<file path="src/design/capc_pkg.sv">
// ----------------------------------------------------------------------------
// capc_pkg: shared types and constants for the packet airtime calculator
// Holds the register index codes, the low data rate mode codes, the datapath
// widths, the lane record that walks down the divider chain and the table of
// reciprocals used for the symbol block count.
// ----------------------------------------------------------------------------
package capc_pkg;

   // Quotient bits of the long divider, one bit per cell of the chain.
   localparam int DIV_W   = 41;
   // Remainder width: the divisor 4*bw stays below 2048.
   localparam int REM_W   = 11;
   localparam int PS_W    = 11;
   localparam int X_W     = 10;
   localparam int RECIP_W = 15;
   localparam int RECIP_SHIFT = 16;
   localparam int BLK_W   = 8;

   // Register indexes on the configuration port.
   localparam logic [2:0] REG_SPREADING_FACTOR  = 3'd0;
   localparam logic [2:0] REG_BANDWIDTH_KHZ     = 3'd1;
   localparam logic [2:0] REG_CODING_RATE_INDEX = 3'd2;
   localparam logic [2:0] REG_LOW_RATE_MODE     = 3'd3;
   localparam logic [2:0] REG_EXPLICIT_HEADER   = 3'd4;
   localparam logic [2:0] REG_PREAMBLE_SYMBOLS  = 3'd5;

   // Low data rate optimization modes.
   localparam logic [1:0] LDR_AUTO = 2'd0;
   localparam logic [1:0] LDR_ON   = 2'd1;
   localparam logic [1:0] LDR_OFF  = 2'd2;

   // Configuration after range limiting, as the datapath uses it.
   typedef struct packed {
      logic [3:0]  sf;
      logic [8:0]  bw;
      logic [2:0]  cr;
      logic        de;
      logic        h;
      logic [15:0] pre;
   } cfg_type;

   // One item in flight through the divider chain. Each dq field starts as
   // the dividend and fills from the bottom with quotient bits.
   typedef struct packed {
      logic [REM_W-1:0] rem_ms;
      logic [DIV_W-1:0] dq_ms;
      logic [REM_W-1:0] rem_us;
      logic [DIV_W-1:0] dq_us;
      logic [PS_W-1:0]  ps;
   } lane_type;

   // Rounded-up 2^16/d, exact for every dividend below 1024 and d in 4..12.
   function automatic logic [RECIP_W-1:0] recip(input logic [3:0] d);
      logic [RECIP_W-1:0] m;
      case (d)
         4'd4:    m = 15'd16384;
         4'd5:    m = 15'd13108;
         4'd6:    m = 15'd10923;
         4'd7:    m = 15'd9363;
         4'd8:    m = 15'd8192;
         4'd9:    m = 15'd7282;
         4'd10:   m = 15'd6554;
         4'd11:   m = 15'd5958;
         4'd12:   m = 15'd5462;
         default: m = '0;
      endcase
      return m;
   endfunction

endpackage

</file>
<file path="src/design/capc_front.sv">
// ----------------------------------------------------------------------------
// capc_front: symbol count and dividend preparation
// Four registered stages turn a payload length into the payload symbol count
// and the two dividends (ms and us scaled) that the divider chain consumes.
// ----------------------------------------------------------------------------
module capc_front (
   input  logic               clock,
   input  logic               reset,
   input  capc_pkg::cfg_type  cfg,
   input  logic               in_valid,
   input  logic [7:0]         in_bytes,
   output logic               in_ready,
   output logic               out_valid,
   output capc_pkg::lane_type out_lane,
   input  logic               out_ready
);

   logic s1_valid_ff, s1_valid_in;
   logic s2_valid_ff, s2_valid_in;
   logic s3_valid_ff, s3_valid_in;
   logic s4_valid_ff, s4_valid_in;
   logic rdy1, rdy2, rdy3, rdy4;

   logic [capc_pkg::X_W-1:0]   s1_x_ff, s1_x_in;
   logic [3:0]                 s1_d_ff, s1_d_in;
   logic [capc_pkg::BLK_W-1:0] s2_blk_ff, s2_blk_in;
   logic [capc_pkg::PS_W-1:0]  s3_ps_ff, s3_ps_in;
   capc_pkg::lane_type         s4_lane_ff, s4_lane_in;

   logic signed [12:0] num;
   logic [12:0]        ceil_sum;
   logic [24:0]        prod;
   logic [11:0]        blk_mult;
   logic [11:0]        ps_sum;
   logic [16:0]        pre_ps;
   logic [18:0]        base;
   logic [30:0]        quarter;
   logic [capc_pkg::DIV_W-1:0] quarter_w;
   logic [capc_pkg::DIV_W-1:0] us_dividend;

   // A stage moves on when it is empty or its successor takes its item.
   assign rdy4     = !s4_valid_ff || out_ready;
   assign rdy3     = !s3_valid_ff || rdy4;
   assign rdy2     = !s2_valid_ff || rdy3;
   assign rdy1     = !s1_valid_ff || rdy2;
   assign in_ready = rdy1;

   // Stage one: numerator, rounded-up quarter and symbol divisor.
   always_comb begin
      num = $signed({2'b00, in_bytes, 3'b000}) - $signed({7'b0, cfg.sf, 2'b00})
            + 13'sd44 - (cfg.h ? 13'sd20 : 13'sd0);
      s1_d_in  = cfg.sf - {2'b00, cfg.de, 1'b0};
      ceil_sum = num + {7'b0, s1_d_in, 2'b00} - 13'd1;
      s1_x_in  = (num > 13'sd0) ? ceil_sum[11:2] : '0;
   end

   // Stage two: block count by reciprocal multiplication.
   always_comb begin
      prod      = {10'b0, s1_x_ff} * {10'b0, capc_pkg::recip(s1_d_ff)};
      s2_blk_in = prod[capc_pkg::RECIP_SHIFT +: capc_pkg::BLK_W];
   end

   // Stage three: payload symbols, eight fixed plus the coded blocks.
   always_comb begin
      blk_mult = {4'b0, s2_blk_ff} * ({9'b0, cfg.cr} + 12'd4);
      ps_sum   = blk_mult + 12'd8;
      s3_ps_in = ps_sum[capc_pkg::PS_W-1:0];
   end

   // Stage four: airtime in quarter symbols times chips, and times 1000.
   always_comb begin
      pre_ps      = {1'b0, cfg.pre} + {6'b0, s3_ps_ff};
      base        = {pre_ps, 2'b00} + 19'd17;
      quarter     = {12'b0, base} << cfg.sf;
      quarter_w   = {10'b0, quarter};
      us_dividend = (quarter_w << 10) - (quarter_w << 4) - (quarter_w << 3);
      s4_lane_in.rem_ms = '0;
      s4_lane_in.dq_ms  = quarter_w;
      s4_lane_in.rem_us = '0;
      s4_lane_in.dq_us  = us_dividend;
      s4_lane_in.ps     = s3_ps_ff;
   end

   // Valid bits of the four stages.
   always_comb begin
      s1_valid_in = rdy1 ? in_valid    : s1_valid_ff;
      s2_valid_in = rdy2 ? s1_valid_ff : s2_valid_ff;
      s3_valid_in = rdy3 ? s2_valid_ff : s3_valid_ff;
      s4_valid_in = rdy4 ? s3_valid_ff : s4_valid_ff;
   end

   always_ff @(posedge clock) begin
      if (reset) begin
         s1_valid_ff <= 1'b0;
         s2_valid_ff <= 1'b0;
         s3_valid_ff <= 1'b0;
         s4_valid_ff <= 1'b0;
      end else begin
         s1_valid_ff <= s1_valid_in;
         s2_valid_ff <= s2_valid_in;
         s3_valid_ff <= s3_valid_in;
         s4_valid_ff <= s4_valid_in;
      end
   end

   // Payload registers load only when an item moves in.
   always_ff @(posedge clock) begin
      if (rdy1 && in_valid) begin
         s1_x_ff <= s1_x_in;
         s1_d_ff <= s1_d_in;
      end
      if (rdy2 && s1_valid_ff) begin
         s2_blk_ff <= s2_blk_in;
      end
      if (rdy3 && s2_valid_ff) begin
         s3_ps_ff <= s3_ps_in;
      end
      if (rdy4 && s3_valid_ff) begin
         s4_lane_ff <= s4_lane_in;
      end
   end

   assign out_valid = s4_valid_ff;
   assign out_lane  = s4_lane_ff;

endmodule

</file>
<file path="config.mk">
export PLATFORM = sky130hd
export DESIGN_NAME = capc_front
export DESIGN_NICKNAME = d
export VERILOG_FILES = /design/src/design/capc_pkg.sv /design/src/design/capc_front.sv
export SDC_FILE = /design/constraint.sdc
export NUM_CORES = 1
export LEC_CHECK = 0
export ABC_AREA = 1
export ABC_CLOCK_PERIOD_IN_PS = 16500
export BUFFER_PORTS_ARGS = -buffer_cell sky130_fd_sc_hd__buf_4
export CAP_MARGIN = 10
export CORE_ASPECT_RATIO = 2
export CORE_MARGIN = 3
export CORE_UTILIZATION = 40
export CTS_CLUSTER_DIAMETER = 30
export CTS_CLUSTER_SIZE = 20
export DETAILED_ROUTE_END_ITERATION = 6
export GPL_TIMING_DRIVEN = 1
export SLEW_MARGIN = 10
export SYNTH_ARGS = -nofsm -noshare
export SYNTH_HDL_FRONTEND = slang
export SYNTH_SLANG_ARGS = --single-unit
</file>
<file path="constraint.sdc">
create_clock -name clock -period 16.5 [get_ports clock]
set_clock_uncertainty 0.2 [all_clocks]
set_input_delay 0.825 -clock clock [delete_from_list [all_inputs] [get_ports clock]]
set_output_delay 0.825 -clock clock [all_outputs]
set_load 0.005 [all_outputs]
</file>
After elaboration in Yosys (flattened, before gate mapping)
Memories as Yosys holds them, arrays and structs flattened. A register that Yosys moved wholly into a read port is not among the register bits.
Cells that the tools add are included.
{"block": "classes", "add_sub_neg": 12, "multipliers": 2, "n_div": 0, "order_cmp": 1, "n_eq_ne": 0, "shifts": 1, "n_mux": 2, "bitwise_logic": 0, "n_reduce_logical": 12}
{"op": "$sub 41x34->41", "n": 1}
{"op": "$sub 41x35->41", "n": 1}
{"op": "$shl 19x4->31", "n": 1}
{"op": "$mul 10x15->24", "n": 1}
{"op": "$add 19x5->19 const B", "n": 1}
{"op": "$add 16x11->17", "n": 1}
{"op": "$add 12x7->13 const B", "n": 1}
{"op": "$gt 13x1->1 const B", "n": 1}
{"op": "$sub 13x6->13", "n": 1}
{"op": "$add 12x6->12", "n": 1}
{"op": "$sub 11x6->12", "n": 1}
{"op": "$sub 12x1->12 const B", "n": 1}
{"op": "$add 11x4->11 const B", "n": 1}
{"op": "$mul 8x4->11", "n": 1}
{"op": "$mux 5", "n": 1}
{"op": "$add 3x3->4 const B", "n": 1}
{"op": "$logic_and 1x1->1", "n": 4}
{"op": "$logic_not 1->1", "n": 4}
{"op": "$logic_or 1x1->1", "n": 4}
{"op": "$mux 4", "n": 1}
{"op": "$sub 4x2->4", "n": 1}
{"block": "totals", "register_bits": 120, "latchBits": 0, "ram_bits": 0, "rom_bits": 240, "in_bits": 46, "word_cells": 42, "memories": 1}
{"name": "(no name shown)", "depth": 16, "width": 15, "read_ports": 1, "rd_clocked_by_memory_dff": 1, "write_ports": 0, "line_no": "capc_pkg.sv:55", "source": "case (d)"}

Logic depth before layout (Yosys ltp)
{"block": "logic_depth", "depth_word": 7, "mapped_depth": 44, "mapped_depth_nobuf": 44}

Worst setup path after synthesis
Ideal clock, no wire load.
{"block": "synth_timing", "path_kind": "input -> register", "start": "input port cfg[0] (netlist name)", "end": "register s4_lane_ff (netlist bit out_lane[40]), data pin", "arrival_time_ns": 5.359, "required_ns": 16.042, "setup_slack_ns": 10.683, "cell_stages": 27, "n_path_buf": 0, "cell_sequence": "ha_1 inv_1 fa_1 inv_2 nand3_1 nand3b_1 nand2_1 nor2_2 nand3_2 xor2_1 o21ai_1 o21ai_0 o21ai_1 inv_1 o21ai_1 inv_1 fa_1 inv_1 ha_1 nand2_1 o31ai_1 a21boi_0 o21ai_0 a21oi_1 o21ai_0 a21oi_1 xnor2_1"}
{"block": "synth_via", "elab_chain_cells": 5}
{"item": "start: declaration", "line_no": "capc_front.sv:9", "source": "input capc_pkg::cfg_type cfg,"}
{"item": "$add 16x11->17 *", "line_no": "capc_front.sv:72", "source": "pre_ps = {1'b0, cfg.pre} + {6'b0, s3_ps_ff};"}
{"item": "$add 19x5->19 *", "line_no": "capc_front.sv:73", "source": "base = {pre_ps, 2'b00} + 19'd17;"}
{"item": "$shl 19x4->31 *", "line_no": "capc_front.sv:74", "source": "quarter = {12'b0, base} << cfg.sf;"}
{"item": "via quarter[9]", "line_no": "capc_front.sv:37", "source": "logic [30:0] quarter;"}
{"item": "$sub 41x35->41", "line_no": "capc_front.sv:76", "source": "us_dividend = (quarter_w << 10) - (quarter_w << 4) - (quarter_w << 3);"}
{"item": "$sub 41x34->41 *", "line_no": "capc_front.sv:76"}
{"item": "via us_dividend, one bit", "line_no": "capc_front.sv:39", "source": "logic [capc_pkg::DIV_W-1:0] us_dividend;"}
{"item": "end signal: assignment", "line_no": "capc_front.sv:119", "source": "s4_lane_ff <= s4_lane_in;"}
{"item": "end: declaration", "line_no": "capc_front.sv:28", "source": "capc_pkg::lane_type s4_lane_ff, s4_lane_in;"}
The timed path passes the listed nets; every way through them passes the cells marked *.
A chain may end at the register's enable or synchronous reset.

Final worst setup path
{"block": "layout_timing", "start": "input port cfg[0] (netlist name)", "end": "register s4_lane_ff (netlist bit out_lane[42]), data pin"}
Same word-level chain as after synthesis.

==> run summary <==
The post-route netlist has 9.77% of its cells at a drive strength greater than 1. For this run, the leading register cell type out of synthesis is sky130_fd_sc_hd__edfxtp_1. The average wire per cell in the routed design is 15.8 um.

The violation count after the first detailed-route iteration is 544, and the number of remaining DRC errors is 0. TritonCTS built the clock tree. The tools report the standby leakage power as 9.30 nW. Area of the core region: 0.0389 sq mm.

For the pin count of the biggest net entering global routing, the log shows 69. For the final routed database, the setup TNS stands at 0 ns. The synthesized netlist devotes 9.05% of its cell area to compound gates.

For flop-to-flop paths, the worst setup slack is 9.81 ns. STA puts the critical path data arrival time at 6.70 ns. The total number of placement rows was 102; the top fanout value on the critical path was 5.

In the finished design, the share of the clock period the worst path needs comes to 40.7%. The tools report the count of cell types in the netlist as 56. The clock reaches the later pin of the worst-skew pair after 0.45 ns. Element type at the critical path end: a register. The logs give 17 for the number of buffers created by CTS and 0 for the total inserted antenna cells. Global routing used 20.2% of the available tracks across all layers. The number of buffers inserted by post-CTS setup repair is 0, and the total length of routed wires is 41.9 mm. For this design the top-level I/O count stands at 163.

In this run the vertical extent of the chip is 288 um. Setup slack on the critical path of the routed design comes to 9.79 ns. Setup repair after global routing left no endpoint under its margin. Buffers placed on the I/O ports in this run total 118.

The wire-length estimate of the detail-placed layout is 35.4 mm. On the final layout, the worst hold slack is 0.267 ns. The tools report the initial antenna violation count as 0. The flow ran to the end, and the final reports show no timing, DRC or antenna violations. The count of final max-slew check failures came out at 0.

After routing the design area is 0.0177 sq mm. The starting density of the core is 40.7%, and the die width is 147 um. The average instance area after synthesis was 7.82 sq um. CTS sink count: 131. Using the TritonRoute via totals, the vias-per-cell ratio works out to 4.98.

Before antenna repair, the detailed router went through 5 iterations. In this run, post-CTS repair resized a total of 0 instances. The logs give 13196 for the total number of vias and 2.84 mW for the overall power of the completed layout.

The time the final worst path needs with I/O delays and setup is 6.71 ns. After clock tree synthesis, the clock-pin slew on the worst setup and hold paths is 0.06 ns. Max-cap violations in this run came to 0.

The run gives 0.917 as the placer congestion estimate. The mux cell area share after synthesis works out to 0.126%. Summing the areas of all and, or, nand and nor instances in the mapped netlist gives 20.0% of the synthesized area.

STA classifies the critical path startpoint as an input port. The tools report the data required time of the critical path as 16.50 ns. Across the VDD grid, the largest voltage drop is 0.0000883 V. Setup violations remaining at the end of the flow were counted as 0.

After synthesis, flip-flops and latches occupy 23.6% of the total area. The worst pin sits at a relative slew slack of 33.1%. The post-place setup slack is 9.38 ns, and the standard cell area after detailed placement is 0.0171 sq mm. On the worst path, the slowest cell contributes a delay of 0.83 ns. For this run, asynchronously set or reset flops after synthesis account for 0%. Counting flops with a built-in enable in the synthesized netlist gives 112. The first global-routing pass estimated 67.0 mm of wire. In the final design database the tool counted 2469 nets. In this run the power density over the cells is 161 mW/mm^2. Fill cells in the final layout number 3910.

The worst hold path belongs to the class register to register. The critical setup path kind was input port to register. Summing the areas of all xor and xnor instances in the mapped netlist gives 4.40% of the synthesized area. The detail route stage leaves a number of antenna-violating nets equal to 0. The die footprint was 0.0422 sq mm; the register bit total from synthesis was 131. The cell area after synthesis was 0.0159 sq mm; the slew at the pin closest to its max-slew limit was 0.991 ns. Static timing analysis puts the maximum clock frequency at 149 MHz. In this run, post-CTS hold repair placed 0 buffers. Maximum count of clock buffers along a single path: 2.

The worst-path cell with the longest stage delay is sky130_fd_sc_hd__o311ai_0. The logs give 13754 for the via count of the first global-routing pass and 0 for the global route total overflow. The synthesis-to-layout area growth is 11.4%, and the share of synthesized cell area in full adder, half adder and majority cells is 30.1%. The cell count after synthesis came out at 2028. The count of yosys warnings during synthesis is 0.

The number of failing hold endpoints at the final stage is 0. After synthesis, the largest family of logic cells by area is adder cells. By instance count, the cell type seen most on the critical path is sky130_fd_sc_hd__inv_1. Clock tree synthesis selected as its root buffer the cell sky130_fd_sc_hd__clkbuf_16.

The number of H-tree levels came out at 4.
## Yosys cell counts (all sizes together) (8+ instances only)
| cell | n | area share, % |
|---|---|---|
| dfxtp | 19 | 2.4 |
| xor2 | 50 | 2.8 |
| xnor2 | 28 | 1.6 |
| edfxtp | 112 | 21 |
| nor3 | 14 | 0.44 |
| inv | 405 | 9.6 |
| nand2 | 513 | 12 |
| nor2 | 118 | 2.9 |
| a21oi | 107 | 3.4 |
| clkbuf | 36 | 0.85 |
| or2 | 9 | 0.36 |
| nand4 | 16 | 0.63 |
| ha | 182 | 14 |
| nand3 | 84 | 2.7 |
| o21ai | 93 | 3.2 |
| o21a | 8 | 0.38 |
| buf | 51 | 2.2 |
| fa | 125 | 16 |
## worst max-delay path: cells and delay by family
family | cells | cell delay (ns)
AO/OA/AOI/OAI | 9 | 2.32
XOR/XNOR | 2 | 0.32
adder cells (fa/ha/maj) | 4 | 1.53
buffers and inverters | 7 | 0.67
AND/OR/NAND/NOR | 8 | 1.04
## cell families after synthesis
family | after synthesis
AOI/OAI and AO/OA | 251
xor gates and xnor gates | 78
adders and majority gates | 307
buffers and inverters | 492
DFF | 131
muxes | 2
other | 1
and+or+nand+nor | 766
## routing by layer
metal | routed length, um | global-route usage (%)
met2 | 25300 | 43.3
met1 | 13400 | 17.5
met4 | 1850 | 9.61
met5 | 0 | 0
met3 | 1390 | 2.79
## report_power, final
part / switching [mW] / internal [mW] / total [mW]
sequential: 0.0941 / 0.475 / 0.569
combinational: 1.15 / 0.728 / 1.88
clock: 0.153 / 0.236 / 0.389
## per-stage QoR
| stage | instances | util, % |
|---|---|---|
| final | 2649 | 45.4 |
| after global routing | 2649 | 45.4 |
| after CTS | 2649 | 45.4 |
| after detailed placement | 2617 | 43.9 |
| after global placement | 2617 | 43.9 |
| after floorplan | 2062 | - |
## final timing paths
path                                  start      endpoint  cells after the start
worst max-delay path                 cfg[0]  out_lane[42]                     30
worst min-delay path            s1_valid_ff   s2_valid_ff                      2
worst max register to register  s3_ps_ff[0]  out_lane[42]                     29
worst min register to register  s1_valid_ff   s2_valid_ff                      2
## area by class of cell
cell class | instances | area (sq um) | share of cell area, %
multi-input combinational | 1439 | 10200 | 58.0
sequential | 131 | 3740 | 21.2
inverter | 405 | 1520 | 8.61
timing repair buffer | 122 | 916 | 5.19
tap | 520 | 651 | 3.68
clock buffer | 18 | 429 | 2.43
clock inverter | 14 | 163 | 0.921
## placed cells by master (no fill, tap or decap), types with 4 or more instances in the layout
master	n
sky130_fd_sc_hd__clkinvlp_4	5
sky130_fd_sc_hd__xor2_1	49
sky130_fd_sc_hd__nor3_1	14
sky130_fd_sc_hd__nand2_1	500
sky130_fd_sc_hd__dfxtp_1	19
sky130_fd_sc_hd__o21ai_1	15
sky130_fd_sc_hd__edfxtp_1	112
sky130_fd_sc_hd__inv_1	392
sky130_fd_sc_hd__and2_1	4
sky130_fd_sc_hd__ha_1	182
sky130_fd_sc_hd__nor2_1	112
sky130_fd_sc_hd__o21bai_1	4
sky130_fd_sc_hd__inv_2	13
sky130_fd_sc_hd__nand3_1	81
sky130_fd_sc_hd__o21ai_2	10
sky130_fd_sc_hd__fa_1	125
sky130_fd_sc_hd__o21a_1	8
sky130_fd_sc_hd__buf_4	122
sky130_fd_sc_hd__conb_1	35
sky130_fd_sc_hd__nand2_2	13
sky130_fd_sc_hd__or2_2	7
sky130_fd_sc_hd__a31oi_1	5
sky130_fd_sc_hd__nand4_1	16
sky130_fd_sc_hd__o211ai_1	4
sky130_fd_sc_hd__clkbuf_16	17
sky130_fd_sc_hd__xnor2_1	27
sky130_fd_sc_hd__a21oi_1	105
sky130_fd_sc_hd__o21ai_0	68
sky130_fd_sc_hd__a21o_1	7
(Power assumes the default switching activity.)
