===== config.mk =====
export PLATFORM = sky130hd
export DESIGN_NAME = capc_div_cell
export DESIGN_NICKNAME = d
export VERILOG_FILES = /design/src/design/capc_pkg.sv /design/src/design/capc_div_cell.sv
export SDC_FILE = /design/constraint.sdc
export NUM_CORES = 1
export LEC_CHECK = 0
export ABC_AREA = 1
export BUFFER_PORTS_ARGS = -buffer_cell sky130_fd_sc_hd__buf_2
export CAP_MARGIN = 10
export CORE_ASPECT_RATIO = 1.25
export CORE_MARGIN = 2
export CORE_UTILIZATION = 51
export CTS_CLUSTER_DIAMETER = 40
export CTS_CLUSTER_SIZE = 30
export DETAILED_ROUTE_END_ITERATION = 8
export PLACE_DENSITY = 0.86
export RECOVER_POWER = 100
export SLEW_MARGIN = 30
export SYNTH_ARGS = -nofsm -noshare
export SYNTH_HDL_FRONTEND = slang
export SYNTH_SLANG_ARGS = --single-unit

===== constraint.sdc =====
create_clock -name clock -period 12.8 [get_ports clock]
set_input_delay 2.56 -clock clock [delete_from_list [all_inputs] [get_ports clock]]
set_output_delay 2.56 -clock clock [all_outputs]
set_load 0.02 [all_outputs]

===== src/design/capc_pkg.sv =====
// ----------------------------------------------------------------------------
// capc_pkg: shared types and constants for the packet airtime calculator
// Holds the register index codes, the low data rate mode codes, the datapath
// widths, the lane record that walks down the divider chain and the table of
// reciprocals used for the symbol block count.
// ----------------------------------------------------------------------------
package capc_pkg;

   // Quotient bits of the long divider, one bit per cell of the chain.
   localparam int DIV_W   = 41;
   // Remainder width: the divisor 4*bw stays below 2048.
   localparam int REM_W   = 11;
   localparam int PS_W    = 11;
   localparam int X_W     = 10;
   localparam int RECIP_W = 15;
   localparam int RECIP_SHIFT = 16;
   localparam int BLK_W   = 8;

   // Register indexes on the configuration port.
   localparam logic [2:0] REG_SPREADING_FACTOR  = 3'd0;
   localparam logic [2:0] REG_BANDWIDTH_KHZ     = 3'd1;
   localparam logic [2:0] REG_CODING_RATE_INDEX = 3'd2;
   localparam logic [2:0] REG_LOW_RATE_MODE     = 3'd3;
   localparam logic [2:0] REG_EXPLICIT_HEADER   = 3'd4;
   localparam logic [2:0] REG_PREAMBLE_SYMBOLS  = 3'd5;

   // Low data rate optimization modes.
   localparam logic [1:0] LDR_AUTO = 2'd0;
   localparam logic [1:0] LDR_ON   = 2'd1;
   localparam logic [1:0] LDR_OFF  = 2'd2;

   // Configuration after range limiting, as the datapath uses it.
   typedef struct packed {
      logic [3:0]  sf;
      logic [8:0]  bw;
      logic [2:0]  cr;
      logic        de;
      logic        h;
      logic [15:0] pre;
   } cfg_type;

   // One item in flight through the divider chain. Each dq field starts as
   // the dividend and fills from the bottom with quotient bits.
   typedef struct packed {
      logic [REM_W-1:0] rem_ms;
      logic [DIV_W-1:0] dq_ms;
      logic [REM_W-1:0] rem_us;
      logic [DIV_W-1:0] dq_us;
      logic [PS_W-1:0]  ps;
   } lane_type;

   // Rounded-up 2^16/d, exact for every dividend below 1024 and d in 4..12.
   function automatic logic [RECIP_W-1:0] recip(input logic [3:0] d);
      logic [RECIP_W-1:0] m;
      case (d)
         4'd4:    m = 15'd16384;
         4'd5:    m = 15'd13108;
         4'd6:    m = 15'd10923;
         4'd7:    m = 15'd9363;
         4'd8:    m = 15'd8192;
         4'd9:    m = 15'd7282;
         4'd10:   m = 15'd6554;
         4'd11:   m = 15'd5958;
         4'd12:   m = 15'd5462;
         default: m = '0;
      endcase
      return m;
   endfunction

endpackage


===== src/design/capc_div_cell.sv =====
// ----------------------------------------------------------------------------
// capc_div_cell: one restoring division step for both airtime lanes
// Shifts the top dividend bit into the remainder, subtracts the divisor when
// it fits and shifts the quotient bit in at the bottom, then hands the item
// on to the next cell.
// ----------------------------------------------------------------------------
module capc_div_cell (
   input  logic                        clock,
   input  logic                        reset,
   input  logic [capc_pkg::REM_W-1:0]  divisor,
   input  logic                        in_valid,
   input  capc_pkg::lane_type          in_lane,
   output logic                        in_ready,
   output logic                        out_valid,
   output capc_pkg::lane_type          out_lane,
   input  logic                        out_ready
);

   logic               valid_ff, valid_in;
   capc_pkg::lane_type lane_ff, lane_in;
   logic [capc_pkg::REM_W:0] div_ext;
   logic [capc_pkg::REM_W:0] t_ms, t_us, d_ms, d_us;
   logic                     q_ms, q_us;

   assign in_ready = !valid_ff || out_ready;

   // One quotient bit per lane.
   always_comb begin
      div_ext = {1'b0, divisor};
      t_ms    = {in_lane.rem_ms, in_lane.dq_ms[capc_pkg::DIV_W-1]};
      t_us    = {in_lane.rem_us, in_lane.dq_us[capc_pkg::DIV_W-1]};
      d_ms    = t_ms - div_ext;
      d_us    = t_us - div_ext;
      q_ms    = (t_ms >= div_ext);
      q_us    = (t_us >= div_ext);
      lane_in.rem_ms = q_ms ? d_ms[capc_pkg::REM_W-1:0] : t_ms[capc_pkg::REM_W-1:0];
      lane_in.rem_us = q_us ? d_us[capc_pkg::REM_W-1:0] : t_us[capc_pkg::REM_W-1:0];
      lane_in.dq_ms  = {in_lane.dq_ms[capc_pkg::DIV_W-2:0], q_ms};
      lane_in.dq_us  = {in_lane.dq_us[capc_pkg::DIV_W-2:0], q_us};
      lane_in.ps     = in_lane.ps;
      valid_in       = in_ready ? in_valid : valid_ff;
   end

   always_ff @(posedge clock) begin
      if (reset) begin
         valid_ff <= 1'b0;
      end else begin
         valid_ff <= valid_in;
      end
   end

   always_ff @(posedge clock) begin
      if (in_ready && in_valid) begin
         lane_ff <= lane_in;
      end
   end

   assign out_valid = valid_ff;
   assign out_lane  = lane_ff;

endmodule


**After elaboration in Yosys (flattened, before gate mapping)**

Cells that the tools add are included.

- Bits in registers: 116
- Bits of input ports: 130
- Word-level logic and storage cells: 15

- Add/subtract/negate cells: 2
- Order comparisons: 2
- Multiplexer cells: 2
- Reductions and logical operators: 3

Operators with widths:

| operator | number |
|---|---|
| 12-bit by 11-bit greater-or-equal comparator with 1-bit output | 2 |
| 11-bit two-way mux | 2 |
| 11-bit subtractor | 2 |
| 1-bit logical AND | 1 |
| 1-bit zero test | 1 |
| 1-bit logical OR | 1 |

**Logic depth before layout (Yosys ltp)**

Gate-level depths: netlist of run 1.

- Word-level depth: 3
- Mapped depth: 11

**Least setup slack after synthesis of run 1**

Ideal clock, no wire load.

- Path type: input port to flip-flop
- Start: input port in_valid
- End: register lane_ff, in the netlist out_lane[0] (enable)
- Setup time: 0.627 ns
- Arrival: 8.144 ns
- Slack: 4.029 ns
- Stages on the path: 2
- Path through: inv_1 -> a21oi_1

- Cells in the longest elaborated chain, start to end: 1

RTL lines:

| item | RTL line | RTL |
|---|---|---|
| from (decl) | capc_div_cell.sv:11 | `input logic in_valid,` |
| 1-bit logical AND | capc_div_cell.sv:53 | `if (in_ready && in_valid) begin` |
| to (signal assigned) | capc_div_cell.sv:54 | `lane_ff <= lane_in;` |
| to (decl) | capc_div_cell.sv:20 | `capc_pkg::lane_type lane_ff, lane_in;` |

Every way passes these cells.
A chain may end at the register's enable or synchronous reset.

**Worst setup path after layout of run 1**

- Start: input port in_valid
- End: register lane_ff, in the netlist out_lane[62] (enable)

The elaborated chain is that of the path after synthesis.

==> results of run 1 <==
-- critical path, delay by kind of cell --
family / cells / cell delay [ns]
buf+inv: 4 / 4.50
compound gates: 1 / 0.10
-- metal layers --
| metal | GRT usage | part of all wire |
|---|---|---|
| met1 | 0.273 | 0.35 |
| met5 | 0 | 0 |
| met3 | 0.101 | 0.11 |
| met4 | 0.0848 | 0.018 |
| met2 | 0.473 | 0.52 |
-- power by group through the flow --
stage | registers, mW | logic (mW) | clock network (mW)
6_report | 0.461 | 0.170 | 0.481
5_1_grt | 0.464 | 0.186 | 0.504
4_1_cts | 0.459 | 0.182 | 0.488
3_5_place_dp | 0.466 | 0.180 | 0
3_3_place_gp | 0.465 | 0.175 | 0
2_1_floorplan | 0.505 | 0.0810 | 0
-- state kept, by name, summed over array words and instances (netlist names) --
| signal | flops |
|---|---|
| out_valid | 1 |
| out_lane | 115 |
-- synth_stat cells --
library cell / instances
edfxtp_1: 115
nand2_1: 109
inv_1: 63
ha_1: 22
nand4_1: 18
nand3_1: 14
nand3_2: 14
nor2_1: 14
nand2_2: 10
a21oi_1: 8
nand3b_1: 8
nor2_4: 6
o21ai_2: 6
o21ai_0: 4
xor2_1: 4
inv_2: 3
a21oi_2: 2
buf_12: 2
fa_1: 2
nand2_4: 2
nand3_4: 2
nand4_4: 2
nor2_2: 2
or2_1: 2
xnor2_1: 2
and2_0: 1
and2_1: 1
buf_2: 1
clkbuf_1: 1
dfxtp_1: 1
-- metrics by stage --
step / instances / area, µm² / total power, mW / hold slack (ns)
global route: 847 / 7120 / 1.15 / 0.571
global placement: 814 / 6750 / 0.640 / 0.510
CTS: 846 / 7350 / 1.13 / 0.556
detailed placement: 814 / 6750 / 0.646 / 0.556
finish: 847 / 7120 / 1.11 / 0.564
floorplan: 441 / 5380 / 0.586 / 0.705
-- kinds of logic after synthesis --
group                    count (synthesis)  synth area share
flip-flops                             116             0.646
XOR/XNOR                                 6           0.00977
buffers and inverters                   70            0.0551
AO/OA/AOI/OAI                           20            0.0242
AND/OR/NAND/NOR                        205             0.207
adder cells (fa/ha/maj)                 24            0.0586
-- path summary, 6_finish.rpt --
path / start / to / slack [ns] / cells after the start
worst max-delay path: in_valid / out_lane[62] / 5.53 / 5
worst min-delay path: out_valid / out_valid / 0.56 / 2
worst max register to register: out_valid / out_lane[62] / 7.45 / 3
worst min register to register: out_valid / out_valid / 0.56 / 2
-- final cells by class --
type | count | share of cell area
Tap cell | 129 | 0.0227
Timing Repair Buffer | 248 | 0.153
Sequential cell | 116 | 0.488
Clock buffer | 17 | 0.0598
Multi-Input combinational cell | 255 | 0.216
Antenna cell | 1 | 0.000352
Clock inverter | 15 | 0.0251
Inverter | 66 | 0.0348
==> impl_results.md, run 1 <==
- Crit-path max FO: 62
- Most frequent cells in the layout: buf_2 (125), clkbuf_1 (123), edfxtp_1 (115)
- First-pass GRT wire length: 21800 µm
- Post-layout util: 0.697
- Post-detail-place hpwl: 11500 µm
- Clock Skew: 0.00688 ns
- Sequential Power Share: 0.415
- Clock network fraction of design power: 0.432
- Syn Inst Count: 441
- CTS tree: done
- Most frequent CP cell: clkbuf_1
- P_sw: 0.298 mW
- CP required: 12.74 ns
- I/O pin total: 247
- Ys Warns: 0
- Multi-input combinational cell area: 1540 µm²
- Hold WC Path Type: register to register
- Final Max Tran Viols: 118
- Vias in the first global route: 4350
- Critical path endpoint category: register
- Register Area: 3470 µm²
- WP data arrival: 7.21 ns
- Worst-margin pin slew: 3.23 ns
- First drt pass iteration count: 5
- Post-Route WL: 15100 µm
- Largest net degree at the start of global routing: 63
- Fillcell total: 785
- Internal Power: 0.814 mW
- Global Route Usage Sum: 0.262
- WS Path Type: input pin to register
- Flops & latches, synth: 116
- Commonest non-fill, non-tap cell in the layout: buf_2
- Largest cells by area after synthesis: edfxtp_1 (64%), nand2_1 (7.6%), ha_1 (5.1%)
- Post-DRT Antenna Nets: 0
- Max cap viols: 2
- Core footprint: 10200 µm²
- Leakage: 3.12 nW
- Worst skew pair latency: 0.40 ns
- Initial Util: 0.527
- Clock slew at reported path FFs: 0.06 ns
- Failing checks: max-capacitance violations, max-slew violations
- Area Overhead vs Synth: 32.3%
- Status: finished with violations
- Avg Inst Size Synth: 12.2 µm²
- RSZ-0062 raised after global routing: false
- Vias: 4279
- H-tree depth: 4
- VDD IR max: 0.000105 V
- Post-synth cell types: 30
- Synth top area share: 0.642
- Mapped Nets: 595
- Final worst setup slack: 5.53 ns
- Clock Tree Root: clkbuf_16
- Critical path's largest stage delay: 2.41 ns
- Num CTS Buffers: 17
- CTS resizes: 0
- Initial antenna violation count: 1
- DRC viols: 0
- Seq/Total Area, Yosys: 0.646
- Die area: 11400 µm²
- Worst Setup Start Kind: input pin
- GPL Wtd Cong: 0.892
- Die width: 95.9 µm
- Yosys top cell by area: edfxtp_1
- Fmax: 138 MHz
- Die H: 119 µm
- Pwr dens: 156 nW/µm²
- Finish-stage setup viols: 0
- Tcrit/Tclk final: 0.568
- Final Hold Fails: 0
- Row count: 41
- Slowest stage cell, crit path: clkbuf_1
- CP cell instances: buf_2, inv_1, a21oi_4, clkbuf_1, clkbuf_1
- Avg WL per Cell: 17.8 µm
- Hold-fix buffers, CTS: 0
- IO buf count: 246
- Sw Ratio: 0.268
- Number of setup buffers added after CTS: 0
- DRT iter0 DRCs: 223
- CTS Sinks: 116
- Nets@finish: 858
- Congestion Overflow GR: 0
- Tmin final: 7.27 ns
- Via density: 5.05
- Gate power share: 0.153
- Setup TNS: 0 ns
- Share of cells above drive strength 1: 0.268
- Mapped Area: 5380 µm²
- Setup Slack @ Placement: 7.22 ns
- Max Root-Sink Buffers: 2
- Headroom to the max-slew limit: -1.15
Power figures use the tool's default switching activity.
==> run 2, diff against run 1 <==
--- a/config.mk
+++ b/config.mk
@@ -10,11 +10,11 @@
 export CAP_MARGIN = 10
 export CORE_ASPECT_RATIO = 1.25
 export CORE_MARGIN = 2
-export CORE_UTILIZATION = 51
+export CORE_UTILIZATION = 47
 export CTS_CLUSTER_DIAMETER = 40
 export CTS_CLUSTER_SIZE = 30
 export DETAILED_ROUTE_END_ITERATION = 8
-export PLACE_DENSITY = 0.86
+export PLACE_DENSITY = 0.8
 export RECOVER_POWER = 100
 export SLEW_MARGIN = 30
 export SYNTH_ARGS = -nofsm -noshare
==> constraint.sdc (replaced) <==
create_clock -name clock -period 7.29 [get_ports clock]
set_input_delay 1.458 -clock clock [delete_from_list [all_inputs] [get_ports clock]]
set_output_delay 1.458 -clock clock [all_outputs]
set_load 0.02 [all_outputs]
==> impl_results.md, run 2 (synthesized netlist as in run 1, its figures left out) <==
- Status: finished with violations (unchanged)
- Failing checks: max-capacitance violations (was max-capacitance violations, max-slew violations)
- Tcrit/Tclk final: 0.632
- First drt pass iteration count: 4 (was 5)
- Setup Slack @ Placement: 3.73 ns (was 7.22 ns)
- IO buf count: 246 (unchanged)
- Area Overhead vs Synth: 31.5% (was 32.3%)
- Final Hold Fails: 0 (unchanged)
- Post-detail-place hpwl: 11500 µm (about the same)
- DRC viols: 0 (unchanged)
- I/O pin total: 247 (unchanged)
- Worst-margin pin slew: 1.49 ns (was 3.23 ns)
- Origin of the worst min-delay path: out_valid (unchanged)
- Number of setup buffers added after CTS: 0 (unchanged)
- Reg-to-reg endpoint: out_lane[63] (was out_lane[62])
- Reg2reg setup slack: 3.51 ns (was 7.45 ns)
- Max cap viols: 1 (was 2)
- Vias in the first global route: 4358 (was 4350)
- Core footprint: 11100 µm² (was 10200 µm²)
- Most frequent cells in the layout: buf_2 (128), clkbuf_1 (119), edfxtp_1 (115) (was buf_2 (125), clkbuf_1 (123), edfxtp_1 (115))
- CP cell instances: buf_2, inv_1, a21oi_1, clkbuf_1, buf_4 (was buf_2, inv_1, a21oi_4, clkbuf_1, clkbuf_1)
- Vias: 4279 (unchanged)
- CTS tree: done (unchanged)
- GPL Wtd Cong: 0.909 (was 0.892)
- Finish-stage setup viols: 0 (unchanged)
- Post-Route WL: 14600 µm (was 15100 µm)
- Hold WC Path Type: register to register (unchanged)
- Sw Ratio: 0.274 (was 0.268)
- RSZ-0062 raised after global routing: false (unchanged)
- Clock network fraction of design power: 0.410 (was 0.432)
- Initial Util: 0.483 (was 0.527)
- Post-DRT Antenna Nets: 0 (unchanged)
- Largest net degree at the start of global routing: 77 (was 63)
- Pwr Total: 1.87 mW (was 1.11 mW)
- Congestion Overflow GR: 0 (unchanged)
- Pwr dens: 264 nW/µm² (was 156 nW/µm²)
- Nets@finish: 858 (unchanged)
- Clock slew at reported path FFs: 0.06 ns (about the same)
- Die H: 124 µm (was 119 µm)
- DRT iter0 DRCs: 195 (was 223)
- ANT cells: 0 (was 1)
- First-pass GRT wire length: 21300 µm (was 21800 µm)
- CTS resizes: 0 (unchanged)
- Crit path from: in_valid (unchanged)
- Post-layout util: 0.635 (was 0.697)
- Gate power share: 0.158 (was 0.153)
- Leakage: 3.11 nW (was 3.12 nW)
- Max reg flops: 115 (unchanged)
- Setup TNS: 0 ns (unchanged)
- Critical path endpoint category: register (unchanged)
- Die area: 12300 µm² (was 11400 µm²)
- Critical path's largest stage delay: 1.12 ns (was 2.41 ns)
- VDD IR max: 0.000148 V (was 0.000105 V)
- Crit-path max FO: 76 (was 62)
- Final Max Tran Viols: 0 (was 118)
- Headroom to the max-slew limit: 0.00616 (was -1.15)
- Global Route Usage Sum: 0.231 (was 0.262)
- Commonest non-fill, non-tap cell in the layout: buf_2 (unchanged)
- Min Hold Slack: 0.517 ns (was 0.564 ns)
- R2R Path Start: out_valid (unchanged)
- Max Root-Sink Buffers: 2 (unchanged)
- Tmin final: 4.61 ns
- Share of cells above drive strength 1: 0.273 (was 0.268)
- Fmax: 217 MHz
- Slowest stage cell, crit path: a21oi_1 (was clkbuf_1)
- Row count: 43 (was 41)
- Hold path endpoint: out_valid (unchanged)
- Die width: 99.7 µm (was 95.9 µm)
- Via density: 5.02 (was 5.05)
- WS Path Type: input pin to register (unchanged)
- Hold-fix buffers, CTS: 0 (unchanged)
- Sequential Power Share: 0.432 (was 0.415)
- Clock Tree Root: clkbuf_16 (unchanged)
- Avg WL per Cell: 17.1 µm (was 17.8 µm)
- Internal Power: 1.36 mW (was 0.814 mW)
- P_sw: 0.511 mW (was 0.298 mW)
- CP required: 7.30 ns (was 12.74 ns)
- Worst skew pair latency: 0.39 ns (was 0.40 ns)
- WP data arrival: 4.62 ns (was 7.21 ns)
- CTS Sinks: 116 (unchanged)
- Worst Setup Start Kind: input pin (unchanged)
- Worst r2r path cells: 3 (unchanged)
- Hold Crit Depth: 2 (unchanged)
- Clock Skew: 0.00806 ns (was 0.00688 ns)
- Final worst setup slack: 2.68 ns (was 5.53 ns)
- Initial antenna violation count: 2 (was 1)
- H-tree depth: 4 (unchanged)
- Fillcell total: 966 (was 785)
- Num CTS Buffers: 17 (unchanged)
==> run 2: changes by cell type in the layout (fill, tap and decap cells not counted), sizes merged <==
cell,delta
buf,+4
bufinv,-2
clkinv,+1
clkinvlp,+1
clkbuf,-4
diode,-1
==> run 2: power by group through the flow <==
| stage | clock network, mW | logic, mW | registers, mW |
|---|---|---|---|
| 2_1_floorplan | 0 | 0.142 | 0.883 |
| 6_report | 0.766 | 0.296 | 0.807 |
| 5_1_grt | 0.809 | 0.326 | 0.811 |
| 4_1_cts | 0.784 | 0.320 | 0.806 |
| 3_5_place_dp | 0 | 0.318 | 0.819 |
| 3_3_place_gp | 0 | 0.308 | 0.818 |
==> run 2: routing by layer <==
layer | track usage | routed length, µm
met3 | 0.101 | 1600
met2 | 0.420 | 7680
met5 | 0 | 22
met4 | 0.104 | 499
met1 | 0.225 | 4810
==> run 2: metrics by stage <==
step | area [µm²] | cells
6_report | 7070 | 852
5_1_grt | 7070 | 852
4_1_cts | 7330 | 852
3_5_place_dp | 6780 | 820
3_3_place_gp | 6750 | 819
2_1_floorplan | 5380 | 441
==> run 2: area by class of cell <==
type                    instances  area [µm²]  share of cell area
flip-flops and latches        116        3470               0.491
inverters                      66         248              0.0350
well taps                     135         169              0.0239
multi-input cells             255        1530               0.217
repair buffers                248        1090               0.155
clock inverters                15         131              0.0186
clock buffers                  17         425              0.0601
==> run 2: worst max path at each step <==
stage,end,slack [ns]
6_report,out_lane[63],2.68
5_1_grt,out_lane[43],2.38
4_1_cts,in_ready,3.94
3_5_place_dp,out_lane[56],3.73
3_3_place_gp,out_lane[57],3.55
2_1_floorplan,out_lane[0],1.99
==> run 2: critical path, delay by kind of cell <==
family,cells,cell delay (ns)
AO/OA/AOI/OAI,1,1.12
buffers and inverters,4,1.99
